`src/hdl/keda_pkg.sv`:
```
// Shared types, widths and the operation schedule for the kinetic energy
// density accumulator. Used by keda_ctrl, keda_dpath and the top level.
// No dependencies.
package keda_pkg;

    // Field widths, signed Q.FRAC_W fixed point
    localparam int SAMPLE_W = 24;
    localparam int FRAC_W   = 20;
    localparam int ACC_W    = 48;
    localparam int OCC_W    = 22;
    localparam int CFG_IDX_W = 2;

    // Shared multiplier operand: square of a sample after the shift plus
    // headroom for sums of three squares and for differences
    localparam int MUL_W  = 2 * SAMPLE_W - FRAC_W + 1;
    localparam int P_W    = 2 * MUL_W;
    localparam int GSUM_W = MUL_W + 2;
    localparam int TERM_W = 2 * MUL_W - FRAC_W + 2;
    // term * occupancy is split into a low unsigned and a high signed slice
    localparam int LO_W   = TERM_W - MUL_W;
    localparam int WP_W   = TERM_W + OCC_W + 1;
    localparam int STEP_W = 5;

    localparam logic signed [ACC_W-1:0] ACC_MAX = {1'b0, {(ACC_W-1){1'b1}}};
    localparam logic signed [ACC_W-1:0] ACC_MIN = {1'b1, {(ACC_W-1){1'b0}}};

    // Configuration register indexes
    localparam logic [CFG_IDX_W-1:0] CFG_COMPLEX_MODE = 2'd0;
    localparam logic [CFG_IDX_W-1:0] CFG_K_X          = 2'd1;
    localparam logic [CFG_IDX_W-1:0] CFG_K_Y          = 2'd2;
    localparam logic [CFG_IDX_W-1:0] CFG_K_Z          = 2'd3;

    typedef enum logic [4:0] {
        OP_NOP,
        OP_GXR, OP_GYR, OP_GZR,
        OP_GXI, OP_GYI, OP_GZI,
        OP_FIN,
        OP_KX, OP_KY, OP_KZ,
        OP_PR, OP_PI,
        OP_CX1, OP_CX2, OP_CY1, OP_CY2, OP_CZ1, OP_CZ2,
        OP_KP, OP_KCX, OP_KCY, OP_KCZ,
        OP_OLO, OP_OHI,
        OP_ACC
    } keda_op_t;

    typedef enum logic {
        ST_IDLE,
        ST_RUN
    } keda_state_t;

    typedef struct packed {
        logic     load;
        keda_op_t op;
    } keda_cmd_t;

    typedef struct packed {
        logic complex_mode;
        logic last_vector;
        logic out_full;
    } keda_stat_t;

    // One operation issued per cycle unless the final step is held on a
    // full output register; NOP slots cover a write-back dependency.
    function automatic keda_op_t sched_op(input logic cmode,
                                          input logic [STEP_W-1:0] step);
        keda_op_t op;
        op = OP_NOP;
        if (cmode)
        begin
            case (step)
                5'd0:    op = OP_GXR;
                5'd1:    op = OP_GYR;
                5'd2:    op = OP_GZR;
                5'd3:    op = OP_GXI;
                5'd4:    op = OP_GYI;
                5'd5:    op = OP_GZI;
                5'd6:    op = OP_FIN;
                5'd7:    op = OP_KX;
                5'd8:    op = OP_KY;
                5'd9:    op = OP_KZ;
                5'd10:   op = OP_PR;
                5'd11:   op = OP_PI;
                5'd12:   op = OP_CX1;
                5'd13:   op = OP_CX2;
                5'd14:   op = OP_CY1;
                5'd15:   op = OP_CY2;
                5'd16:   op = OP_CZ1;
                5'd17:   op = OP_CZ2;
                5'd18:   op = OP_KP;
                5'd19:   op = OP_KCX;
                5'd20:   op = OP_KCY;
                5'd21:   op = OP_KCZ;
                5'd22:   op = OP_NOP;
                5'd23:   op = OP_OLO;
                5'd24:   op = OP_OHI;
                5'd25:   op = OP_ACC;
                default: op = OP_ACC;
            endcase
        end
        else
        begin
            case (step)
                5'd0:    op = OP_GXR;
                5'd1:    op = OP_GYR;
                5'd2:    op = OP_GZR;
                5'd3:    op = OP_FIN;
                5'd4:    op = OP_NOP;
                5'd5:    op = OP_OLO;
                5'd6:    op = OP_OHI;
                5'd7:    op = OP_ACC;
                default: op = OP_ACC;
            endcase
        end
        return op;
    endfunction

endpackage

```
`src/hdl/keda_ctrl.sv`:
```
// Sequencer for the accumulator: walks the operation schedule, one
// operation per cycle when not stalled. Depends on keda_pkg.
module keda_ctrl (
    input  logic                clk,
    input  logic                rst_n,
    input  logic                in_valid,
    output logic                in_ready,
    input  keda_pkg::keda_stat_t stat,
    output keda_pkg::keda_cmd_t  cmd
);
    import keda_pkg::*;

    keda_state_t          state_reg, state_next;
    logic [STEP_W-1:0]    step_reg, step_next;
    keda_op_t             sched;
    logic                 stall;

    assign sched = sched_op(stat.complex_mode, step_reg);
    // hold the final step while the previous total is still waiting
    assign stall = (sched == OP_ACC) && stat.last_vector && stat.out_full;

    always_comb
    begin
        state_next = state_reg;
        step_next  = step_reg;
        case (state_reg)
            ST_IDLE:
            begin
                if (in_valid)
                begin
                    state_next = ST_RUN;
                    step_next  = '0;
                end
            end
            ST_RUN:
            begin
                if (!stall)
                begin
                    if (sched == OP_ACC)
                        state_next = ST_IDLE;
                    else
                        step_next = step_reg + 1'b1;
                end
            end
            default:
            begin
                state_next = ST_IDLE;
            end
        endcase
    end

    always_comb
    begin
        in_ready = 1'b0;
        cmd.load = 1'b0;
        cmd.op   = OP_NOP;
        case (state_reg)
            ST_IDLE:
            begin
                in_ready = 1'b1;
                cmd.load = in_valid;
            end
            ST_RUN:
            begin
                if (!stall)
                    cmd.op = sched;
            end
            default:
            begin
                in_ready = 1'b0;
            end
        endcase
    end

    always_ff @(posedge clk or negedge rst_n)
    begin
        if (!rst_n)
        begin
            state_reg <= ST_IDLE;
            step_reg  <= '0;
        end
        else
        begin
            state_reg <= state_next;
            step_reg  <= step_next;
        end
    end

endmodule

```
`src/hdl/keda_dpath.sv`:
```
// Datapath: item and config registers, one shared signed multiplier with a
// registered product, partial sum registers and the saturating accumulator.
// Depends on keda_pkg.
module keda_dpath (
    input  logic                                  clk,
    input  logic                                  rst_n,
    input  keda_pkg::keda_cmd_t                   cmd,
    output keda_pkg::keda_stat_t                  stat,
    input  logic                                  cfg_we,
    input  logic [keda_pkg::CFG_IDX_W-1:0]        cfg_index,
    input  logic [keda_pkg::SAMPLE_W-1:0]         cfg_wdata,
    input  logic signed [keda_pkg::SAMPLE_W-1:0]  psi_re,
    input  logic signed [keda_pkg::SAMPLE_W-1:0]  psi_im,
    input  logic signed [keda_pkg::SAMPLE_W-1:0]  grad_x_re,
    input  logic signed [keda_pkg::SAMPLE_W-1:0]  grad_x_im,
    input  logic signed [keda_pkg::SAMPLE_W-1:0]  grad_y_re,
    input  logic signed [keda_pkg::SAMPLE_W-1:0]  grad_y_im,
    input  logic signed [keda_pkg::SAMPLE_W-1:0]  grad_z_re,
    input  logic signed [keda_pkg::SAMPLE_W-1:0]  grad_z_im,
    input  logic [keda_pkg::OCC_W-1:0]            occupancy,
    input  logic                                  last_vector,
    output logic                                  out_valid,
    input  logic                                  out_ready,
    output logic signed [keda_pkg::ACC_W-1:0]     density_contribution,
    output logic                                  saturated
);
    import keda_pkg::*;

    // configuration
    logic                        complex_mode_reg;
    logic signed [SAMPLE_W-1:0]  k_x_reg, k_y_reg, k_z_reg;

    // captured item
    logic signed [SAMPLE_W-1:0]  pre_reg, pim_reg;
    logic signed [SAMPLE_W-1:0]  gxr_reg, gxi_reg, gyr_reg, gyi_reg, gzr_reg, gzi_reg;
    logic [OCC_W-1:0]            occ_reg;
    logic                        last_reg;

    // multiplier and write-back stage
    logic signed [MUL_W-1:0]     mul_a, mul_b;
    logic signed [P_W-1:0]       prod_next, prod_reg, prod_sh;
    keda_op_t                    wb_op_reg;

    // partial results
    logic signed [GSUM_W-1:0]    gsum_reg, gsum_next, ps_g;
    logic signed [MUL_W-1:0]     ksq_reg, ksq_next, psq_reg, psq_next, ps_m;
    logic signed [MUL_W-1:0]     crx_reg, crx_next, cry_reg, cry_next, crz_reg, crz_next;
    logic signed [TERM_W-1:0]    term_reg, term_next, ps_t, term_hi;
    logic signed [WP_W-1:0]      wprod_reg, wprod_next, wprod_sh;

    // accumulator
    logic signed [ACC_W-1:0]     acc_reg, acc_sat, dens_reg;
    logic                        clip_reg, sat_reg, out_valid_reg;
    logic signed [ACC_W:0]       acc_sum;
    logic                        acc_ovf;

    always_ff @(posedge clk or negedge rst_n)
    begin
        if (!rst_n)
        begin
            complex_mode_reg <= 1'b0;
            k_x_reg          <= '0;
            k_y_reg          <= '0;
            k_z_reg          <= '0;
        end
        else if (cfg_we)
        begin
            case (cfg_index)
                CFG_COMPLEX_MODE: complex_mode_reg <= cfg_wdata[0];
                CFG_K_X:          k_x_reg <= $signed(cfg_wdata);
                CFG_K_Y:          k_y_reg <= $signed(cfg_wdata);
                CFG_K_Z:          k_z_reg <= $signed(cfg_wdata);
                default:          complex_mode_reg <= complex_mode_reg;
            endcase
        end
    end

    always_ff @(posedge clk)
    begin
        if (cmd.load)
        begin
            pre_reg  <= psi_re;
            pim_reg  <= psi_im;
            gxr_reg  <= grad_x_re;
            gxi_reg  <= grad_x_im;
            gyr_reg  <= grad_y_re;
            gyi_reg  <= grad_y_im;
            gzr_reg  <= grad_z_re;
            gzi_reg  <= grad_z_im;
            occ_reg  <= occupancy;
            last_reg <= last_vector;
        end
    end

    assign term_hi = term_reg >>> LO_W;

    // operand select for the issued operation
    always_comb
    begin
        mul_a = '0;
        mul_b = '0;
        case (cmd.op)
            OP_GXR:  begin mul_a = MUL_W'(gxr_reg); mul_b = MUL_W'(gxr_reg); end
            OP_GYR:  begin mul_a = MUL_W'(gyr_reg); mul_b = MUL_W'(gyr_reg); end
            OP_GZR:  begin mul_a = MUL_W'(gzr_reg); mul_b = MUL_W'(gzr_reg); end
            OP_GXI:  begin mul_a = MUL_W'(gxi_reg); mul_b = MUL_W'(gxi_reg); end
            OP_GYI:  begin mul_a = MUL_W'(gyi_reg); mul_b = MUL_W'(gyi_reg); end
            OP_GZI:  begin mul_a = MUL_W'(gzi_reg); mul_b = MUL_W'(gzi_reg); end
            OP_KX:   begin mul_a = MUL_W'(k_x_reg); mul_b = MUL_W'(k_x_reg); end
            OP_KY:   begin mul_a = MUL_W'(k_y_reg); mul_b = MUL_W'(k_y_reg); end
            OP_KZ:   begin mul_a = MUL_W'(k_z_reg); mul_b = MUL_W'(k_z_reg); end
            OP_PR:   begin mul_a = MUL_W'(pre_reg); mul_b = MUL_W'(pre_reg); end
            OP_PI:   begin mul_a = MUL_W'(pim_reg); mul_b = MUL_W'(pim_reg); end
            OP_CX1:  begin mul_a = MUL_W'(pre_reg); mul_b = MUL_W'(gxi_reg); end
            OP_CX2:  begin mul_a = MUL_W'(pim_reg); mul_b = MUL_W'(gxr_reg); end
            OP_CY1:  begin mul_a = MUL_W'(pre_reg); mul_b = MUL_W'(gyi_reg); end
            OP_CY2:  begin mul_a = MUL_W'(pim_reg); mul_b = MUL_W'(gyr_reg); end
            OP_CZ1:  begin mul_a = MUL_W'(pre_reg); mul_b = MUL_W'(gzi_reg); end
            OP_CZ2:  begin mul_a = MUL_W'(pim_reg); mul_b = MUL_W'(gzr_reg); end
            OP_KP:   begin mul_a = ksq_reg;         mul_b = psq_reg;         end
            OP_KCX:  begin mul_a = MUL_W'(k_x_reg); mul_b = crx_reg;         end
            OP_KCY:  begin mul_a = MUL_W'(k_y_reg); mul_b = cry_reg;         end
            OP_KCZ:  begin mul_a = MUL_W'(k_z_reg); mul_b = crz_reg;         end
            OP_OLO:
            begin
                mul_a = $signed({{(MUL_W-LO_W){1'b0}}, term_reg[LO_W-1:0]});
                mul_b = $signed({{(MUL_W-OCC_W){1'b0}}, occ_reg});
            end
            OP_OHI:
            begin
                mul_a = $signed(term_hi[MUL_W-1:0]);
                mul_b = $signed({{(MUL_W-OCC_W){1'b0}}, occ_reg});
            end
            default: begin mul_a = '0; mul_b = '0; end
        endcase
    end

    assign prod_next = mul_a * mul_b;

    always_ff @(posedge clk)
    begin
        prod_reg <= prod_next;
    end

    always_ff @(posedge clk or negedge rst_n)
    begin
        if (!rst_n)
            wb_op_reg <= OP_NOP;
        else
            wb_op_reg <= cmd.op;
    end

    // floor rounding of every Q product is an arithmetic shift
    assign prod_sh = prod_reg >>> FRAC_W;
    assign ps_g    = $signed(prod_sh[GSUM_W-1:0]);
    assign ps_m    = $signed(prod_sh[MUL_W-1:0]);
    assign ps_t    = $signed(prod_sh[TERM_W-1:0]);

    always_comb
    begin
        gsum_next  = gsum_reg;
        ksq_next   = ksq_reg;
        psq_next   = psq_reg;
        crx_next   = crx_reg;
        cry_next   = cry_reg;
        crz_next   = crz_reg;
        term_next  = term_reg;
        wprod_next = wprod_reg;
        case (wb_op_reg)
            OP_GXR:  gsum_next = ps_g;
            OP_GYR,
            OP_GZR,
            OP_GXI,
            OP_GYI,
            OP_GZI:  gsum_next = gsum_reg + ps_g;
            OP_FIN:  term_next = TERM_W'(gsum_reg >>> 1);
            OP_KX:   ksq_next = ps_m;
            OP_KY,
            OP_KZ:   ksq_next = ksq_reg + ps_m;
            OP_PR:   psq_next = ps_m;
            OP_PI:   psq_next = psq_reg + ps_m;
            OP_CX1:  crx_next = ps_m;
            OP_CX2:  crx_next = crx_reg - ps_m;
            OP_CY1:  cry_next = ps_m;
            OP_CY2:  cry_next = cry_reg - ps_m;
            OP_CZ1:  crz_next = ps_m;
            OP_CZ2:  crz_next = crz_reg - ps_m;
            OP_KP,
            OP_KCX,
            OP_KCY,
            OP_KCZ:  term_next = term_reg + ps_t;
            OP_OLO:  wprod_next = WP_W'(prod_reg);
            OP_OHI:  wprod_next = wprod_reg + (WP_W'(prod_reg) <<< LO_W);
            default: gsum_next = gsum_reg;
        endcase
    end

    always_ff @(posedge clk)
    begin
        gsum_reg  <= gsum_next;
        ksq_reg   <= ksq_next;
        psq_reg   <= psq_next;
        crx_reg   <= crx_next;
        cry_reg   <= cry_next;
        crz_reg   <= crz_next;
        term_reg  <= term_next;
        wprod_reg <= wprod_next;
    end

    // saturating accumulate of the weighted term
    assign wprod_sh = wprod_reg >>> FRAC_W;
    assign acc_sum  = (ACC_W+1)'(acc_reg) + $signed(wprod_sh[ACC_W:0]);
    assign acc_ovf  = acc_sum[ACC_W] != acc_sum[ACC_W-1];

    always_comb
    begin
        if (!acc_ovf)
            acc_sat = acc_sum[ACC_W-1:0];
        else if (acc_sum[ACC_W])
            acc_sat = ACC_MIN;
        else
            acc_sat = ACC_MAX;
    end

    always_ff @(posedge clk or negedge rst_n)
    begin
        if (!rst_n)
        begin
            acc_reg       <= '0;
            clip_reg      <= 1'b0;
            out_valid_reg <= 1'b0;
        end
        else
        begin
            // a new total only lands on an empty output register
            if (wb_op_reg == OP_ACC && last_reg)
                out_valid_reg <= 1'b1;
            else if (out_ready)
                out_valid_reg <= 1'b0;
            if (wb_op_reg == OP_ACC)
            begin
                if (last_reg)
                begin
                    acc_reg  <= '0;
                    clip_reg <= 1'b0;
                end
                else
                begin
                    acc_reg  <= acc_sat;
                    clip_reg <= clip_reg | acc_ovf;
                end
            end
        end
    end

    always_ff @(posedge clk)
    begin
        if (wb_op_reg == OP_ACC && last_reg)
        begin
            dens_reg <= acc_sat;
            sat_reg  <= clip_reg | acc_ovf;
        end
    end

    assign out_valid            = out_valid_reg;
    assign density_contribution = dens_reg;
    assign saturated            = sat_reg;

    assign stat.complex_mode = complex_mode_reg;
    assign stat.last_vector  = last_reg;
    assign stat.out_full     = out_valid_reg;

endmodule

```
`src/hdl/kinetic_energy_density_accumulator_top.sv`:
```
// Kinetic energy density accumulator, top level.
// The single shared multiplier, issuing one product a cycle while not stalled,
// serves one beat at a time: a new beat is taken only once the previous
// beat's whole operation schedule has been issued.
// A last beat whose total finds the output register still full waits there.
// Reset (rst_n, async, active low) clears config, accumulator and clip flag.
module kinetic_energy_density_accumulator_top (
    input  logic                                  clk,
    input  logic                                  rst_n,
    // configuration write port: 0 complex_mode, 1..3 k_x, k_y, k_z
    input  logic                                  cfg_we,
    input  logic [keda_pkg::CFG_IDX_W-1:0]        cfg_index,
    input  logic [keda_pkg::SAMPLE_W-1:0]         cfg_wdata,
    // input channel: one beat per wavefunction vector
    input  logic                                  in_valid,
    output logic                                  in_ready,
    input  logic signed [keda_pkg::SAMPLE_W-1:0]  psi_re,
    input  logic signed [keda_pkg::SAMPLE_W-1:0]  psi_im,
    input  logic signed [keda_pkg::SAMPLE_W-1:0]  grad_x_re,
    input  logic signed [keda_pkg::SAMPLE_W-1:0]  grad_x_im,
    input  logic signed [keda_pkg::SAMPLE_W-1:0]  grad_y_re,
    input  logic signed [keda_pkg::SAMPLE_W-1:0]  grad_y_im,
    input  logic signed [keda_pkg::SAMPLE_W-1:0]  grad_z_re,
    input  logic signed [keda_pkg::SAMPLE_W-1:0]  grad_z_im,
    input  logic [keda_pkg::OCC_W-1:0]            occupancy,
    input  logic                                  last_vector,
    // output channel: one beat per quadrature point
    output logic                                  out_valid,
    input  logic                                  out_ready,
    output logic signed [keda_pkg::ACC_W-1:0]     density_contribution,
    output logic                                  saturated
);
    import keda_pkg::*;

    // Controller issues one operation per cycle unless stalled; the
    // datapath registers each product and writes it back the next cycle.
    keda_cmd_t  cmd;
    keda_stat_t stat;

    keda_ctrl u_ctrl (
        .clk      (clk),
        .rst_n    (rst_n),
        .in_valid (in_valid),
        .in_ready (in_ready),
        .stat     (stat),
        .cmd      (cmd)
    );

    // Output register decouples the sides: the next beat is taken while a
    // finished total still waits for out_ready.
    keda_dpath u_dpath (
        .clk                  (clk),
        .rst_n                (rst_n),
        .cmd                  (cmd),
        .stat                 (stat),
        .cfg_we               (cfg_we),
        .cfg_index            (cfg_index),
        .cfg_wdata            (cfg_wdata),
        .psi_re               (psi_re),
        .psi_im               (psi_im),
        .grad_x_re            (grad_x_re),
        .grad_x_im            (grad_x_im),
        .grad_y_re            (grad_y_re),
        .grad_y_im            (grad_y_im),
        .grad_z_re            (grad_z_re),
        .grad_z_im            (grad_z_im),
        .occupancy            (occupancy),
        .last_vector          (last_vector),
        .out_valid            (out_valid),
        .out_ready            (out_ready),
        .density_contribution (density_contribution),
        .saturated            (saturated)
    );

endmodule

```
`config.mk`:
```
export PLATFORM = sky130hd
export DESIGN_NAME = kinetic_energy_density_accumulator_top
export DESIGN_NICKNAME = d
export VERILOG_FILES = /design/src/hdl/keda_pkg.sv /design/src/hdl/keda_ctrl.sv /design/src/hdl/keda_dpath.sv /design/src/hdl/kinetic_energy_density_accumulator_top.sv
export SDC_FILE = /design/constraint.sdc
export NUM_CORES = 2
export LEC_CHECK = 0
export BUFFER_PORTS_ARGS = -buffer_cell sky130_fd_sc_hd__buf_2
export CAP_MARGIN = 25
export CORE_UTILIZATION = 55
export CTS_CLUSTER_DIAMETER = 30
export CTS_CLUSTER_SIZE = 40
export DETAILED_ROUTE_END_ITERATION = 10
export GPL_TIMING_DRIVEN = 0
export HOLD_SLACK_MARGIN = 0.15
export PLACE_DENSITY = 0.72
export SYNTH_ARGS = -nofsm -noshare
export SYNTH_HDL_FRONTEND = slang
export SYNTH_SLANG_ARGS = --single-unit
```
`constraint.sdc`:
```
create_clock -name clk -period 14 [get_ports clk]
set_clock_uncertainty 0.2 [all_clocks]
set_input_delay 2.1 -clock clk [delete_from_list [all_inputs] [get_ports clk]]
set_output_delay 2.1 -clock clk [all_outputs]
set_load 0.01 [all_outputs]
```
==> metrics.md <==
| Metric | Value |
|---|---|
| CTS tree | `built` |
| Warnings from Yosys | `0` |
| Status | `complete, but fails checks` |
| Die height | `374 um` |
| Number of flops mapped to enable cells by yosys | `532` |
| Setup TNS | `0 ns` |
| Hold Slack | `0.288 ns` |
| Post-route cell area | `0.0876 mm2` |
| First-pass GRT wire length | `461 mm` |
| Area grow syn2layout | `15.3%` |
| Post-route ant nets | `0` |
| CP max stage delay | `0.60 ns` |
| Via/cell ratio | `6.44` |
| CP Class | `reg -> reg` |
| HP Class | `reg -> reg` |
| Ys async rst share | `0.185` |
| Clock transition at path regs | `0.05 ns` |
| Post-synthesis register bit count | `724` |
| Crit path max fanout | `10` |
| Synth Instances | `7,773` |
| RSZ-0062 raised after global routing | `false` |
| Worst-skew pair later-pin latency | `0.86 ns` |
| Vias | `66,359` |
| Seq/Total Area, Yosys | `0.270` |
| Highest Clock Rate | `0.0721 GHz` |
| Worst-margin pin slew | `1.52 ns` |
| Critical path origin | `u_ctrl.step_reg[0]` |
| Synth Cell Area | `0.0760 mm2` |
| Worst EP arrival | `14.33 ns` |
| R2r endpoint | `u_dpath.prod_reg[55]` |
| RR Startpoint | `u_ctrl.step_reg[0]` |
| DRT Wirelength | `329 mm` |
| Net count, final | `9,967` |
| Commonest non-fill, non-tap cell in the layout | `inv_1` |
| Max-slew violation count | `2` |
| Syn Nets | `9,414` |
| Number of setup violations in the final report | `0` |
| Vias in the first global route | `65,057` |
| First-pass detailed-route iteration total | `11` |
| Critical Path End Type | `flop` |
| Final Critical Period | `13.87 ns` |
| Maximum clock insertion buffer count | `3` |
| Post-Syn Area per Cell | `9.77 um2` |
| Synth area leaders | `fa_1 (24%), edfxtp_1 (21%), ha_1 (8.0%)` |
| Root buffer cell | `clkbuf_16` |
| Dpl ws | `0.243 ns` |
| Critical Path Start Type | `flop` |
| Die width | `374 um` |
| Reg2reg setup slack | `0.13 ns` |
| Setup WS post-layout | `0.126 ns` |
| FILL cells | `11,276` |
| Worst Hold Path EP | `u_dpath.acc_reg[0]` |
| Synth area leader | `fa_1` |
| CP dominant cell by count | `fa_1` |
| Violated checks | `DRC, slew limit` |
| CTS Sinks | `724` |
| Max Cap Violations | `0` |
| CP max-delay cell | `nand3_1` |
| Placement Rows | `136` |
| CORE AREA | `0.137 mm2` |
| Share of layout cells above drive strength 1 | `0.127` |
| Post-synth cell types | `118` |
| Final Hold Fails | `0` |
| DP Area | `0.0805 mm2` |
| Hold-fix buffers at CTS | `0` |
| Hold path cells | `2` |
| IO Count | `297` |
| Worst Hold Launch | `u_dpath.acc_reg[0]` |
| DRT iter0 DRCs | `9,209` |
| Synth top area share | `0.240` |
| Port Buffers | `296` |
| Antenna violations before repair | `32` |
| Cts bufs inserted | `184` |
| HPWL Detailed | `263 mm` |
| Largest register FFs | `58` |
| Largest net degree at the start of global routing | `139` |
| H-tree lvl count | `4` |
| GRT Total Usage | `0.469` |
| Final Wtd Congestion | `1.12` |
| Reg2Reg Depth | `41` |
| DR WL/cell | `31.9 um` |
| Most frequent cells in the layout | `inv_1 (1,027), fa_1 (909), nand2_1 (859)` |
| DIE AREA | `0.140 mm2` |
| Post-route clock period utilization | `0.991` |
| Remaining Overflow, GRT | `0` |
| Rel. slew slack | `-0.0127` |
| Required time of the worst setup path | `14.46 ns` |
| Predominant post-synthesis flop cell | `edfxtp_1` |
| Detailed-route DRC error count | `4` |
| Starting Density | `0.553` |
## kinds of logic after synthesis
logic type	count (synthesis)	synth area share
simple gates	2063	0.122
fa+ha+maj	1435	0.325
buf+inv	1408	0.0760
mux	91	0.0135
compound gates	1717	0.155
flops	724	0.270
xor+xnor	335	0.0386
## synth_stat cells, types with 46 or more instances
cell	count
a211oi_1	50
a21o_1	198
a21oi_1	356
a221o_1	52
a222oi_1	77
a22oi_1	108
buf_2	123
buf_4	46
clkbuf_1	175
dfrtp_1	134
dfxtp_1	58
edfxtp_1	532
fa_1	911
ha_1	484
inv_1	1029
mux2_2	79
nand2_1	859
nand2b_1	105
nand3_1	73
nand4_1	74
nor2_1	613
nor2b_1	62
nor3_1	48
o21a_1	48
o21ai_0	419
xnor2_1	187
xor2_1	148
## per-stage QoR
step                std cells  utilization
floorplan                7773            -
global placement         9863        0.580
detailed placement       9905        0.586
CTS                     10253        0.635
global route            10285        0.638
finish                  10298        0.638
## area by class of cell
type                       count  area (um2)  area share
clock inverter               141        1830      0.0209
inverter                    1032        3880      0.0443
sequential                   724       20500       0.234
multi-input combinational   5641       49900       0.569
timing repair buffer         367        2530      0.0289
antenna                       16        40.0    0.000457
clock buffer                 207        4820      0.0550
tap                         1794        2240      0.0256
buffer                       376        1910      0.0218
## worst max path at each step
stage	endpoint	slack, ns	depth (start not counted)
final	u_dpath.prod_reg[55]	0.13	41
after global routing	u_dpath.prod_reg[55]	0.03	43
after CTS	u_dpath.prod_reg[55]	0.14	42
after global placement	u_dpath.prod_reg[55]	0.09	42
after floorplan	u_dpath.prod_reg[57]	3.47	41
after detailed placement	u_dpath.prod_reg[55]	0.24	42
## timing repair
| action | in CTS | in global routing |
|---|---|---|
| setup endpoints to repair | 0 | 11 |
| setup buffers | 0 | 10 |
| gates resized for setup | 0 | 21 |
## metal layers
metal | GRT usage | part of all wire | vias to the layer above
met4 | 0.375 | 0.097 | 14
met1 | 0.581 | 0.36 | 32757
met3 | 0.162 | 0.13 | 1184
met5 | 0.0106 | 0.00090 | -
li1 | - | - | 27682
met2 | 0.665 | 0.41 | 4722
## critical path, delay by kind of cell, from the launching register on
family | cells | cell delay [ns]
compound gates | 13 | 3.87
xor+xnor | 1 | 0.35
fa+ha+maj | 10 | 4.42
buf+inv | 9 | 2.02
flops | 1 | 0.50
simple gates | 8 | 2.34
Power is left out: the tool's default activity adds up to more than one toggle a clock period on the data nets, which glitch-free logic cannot reach.
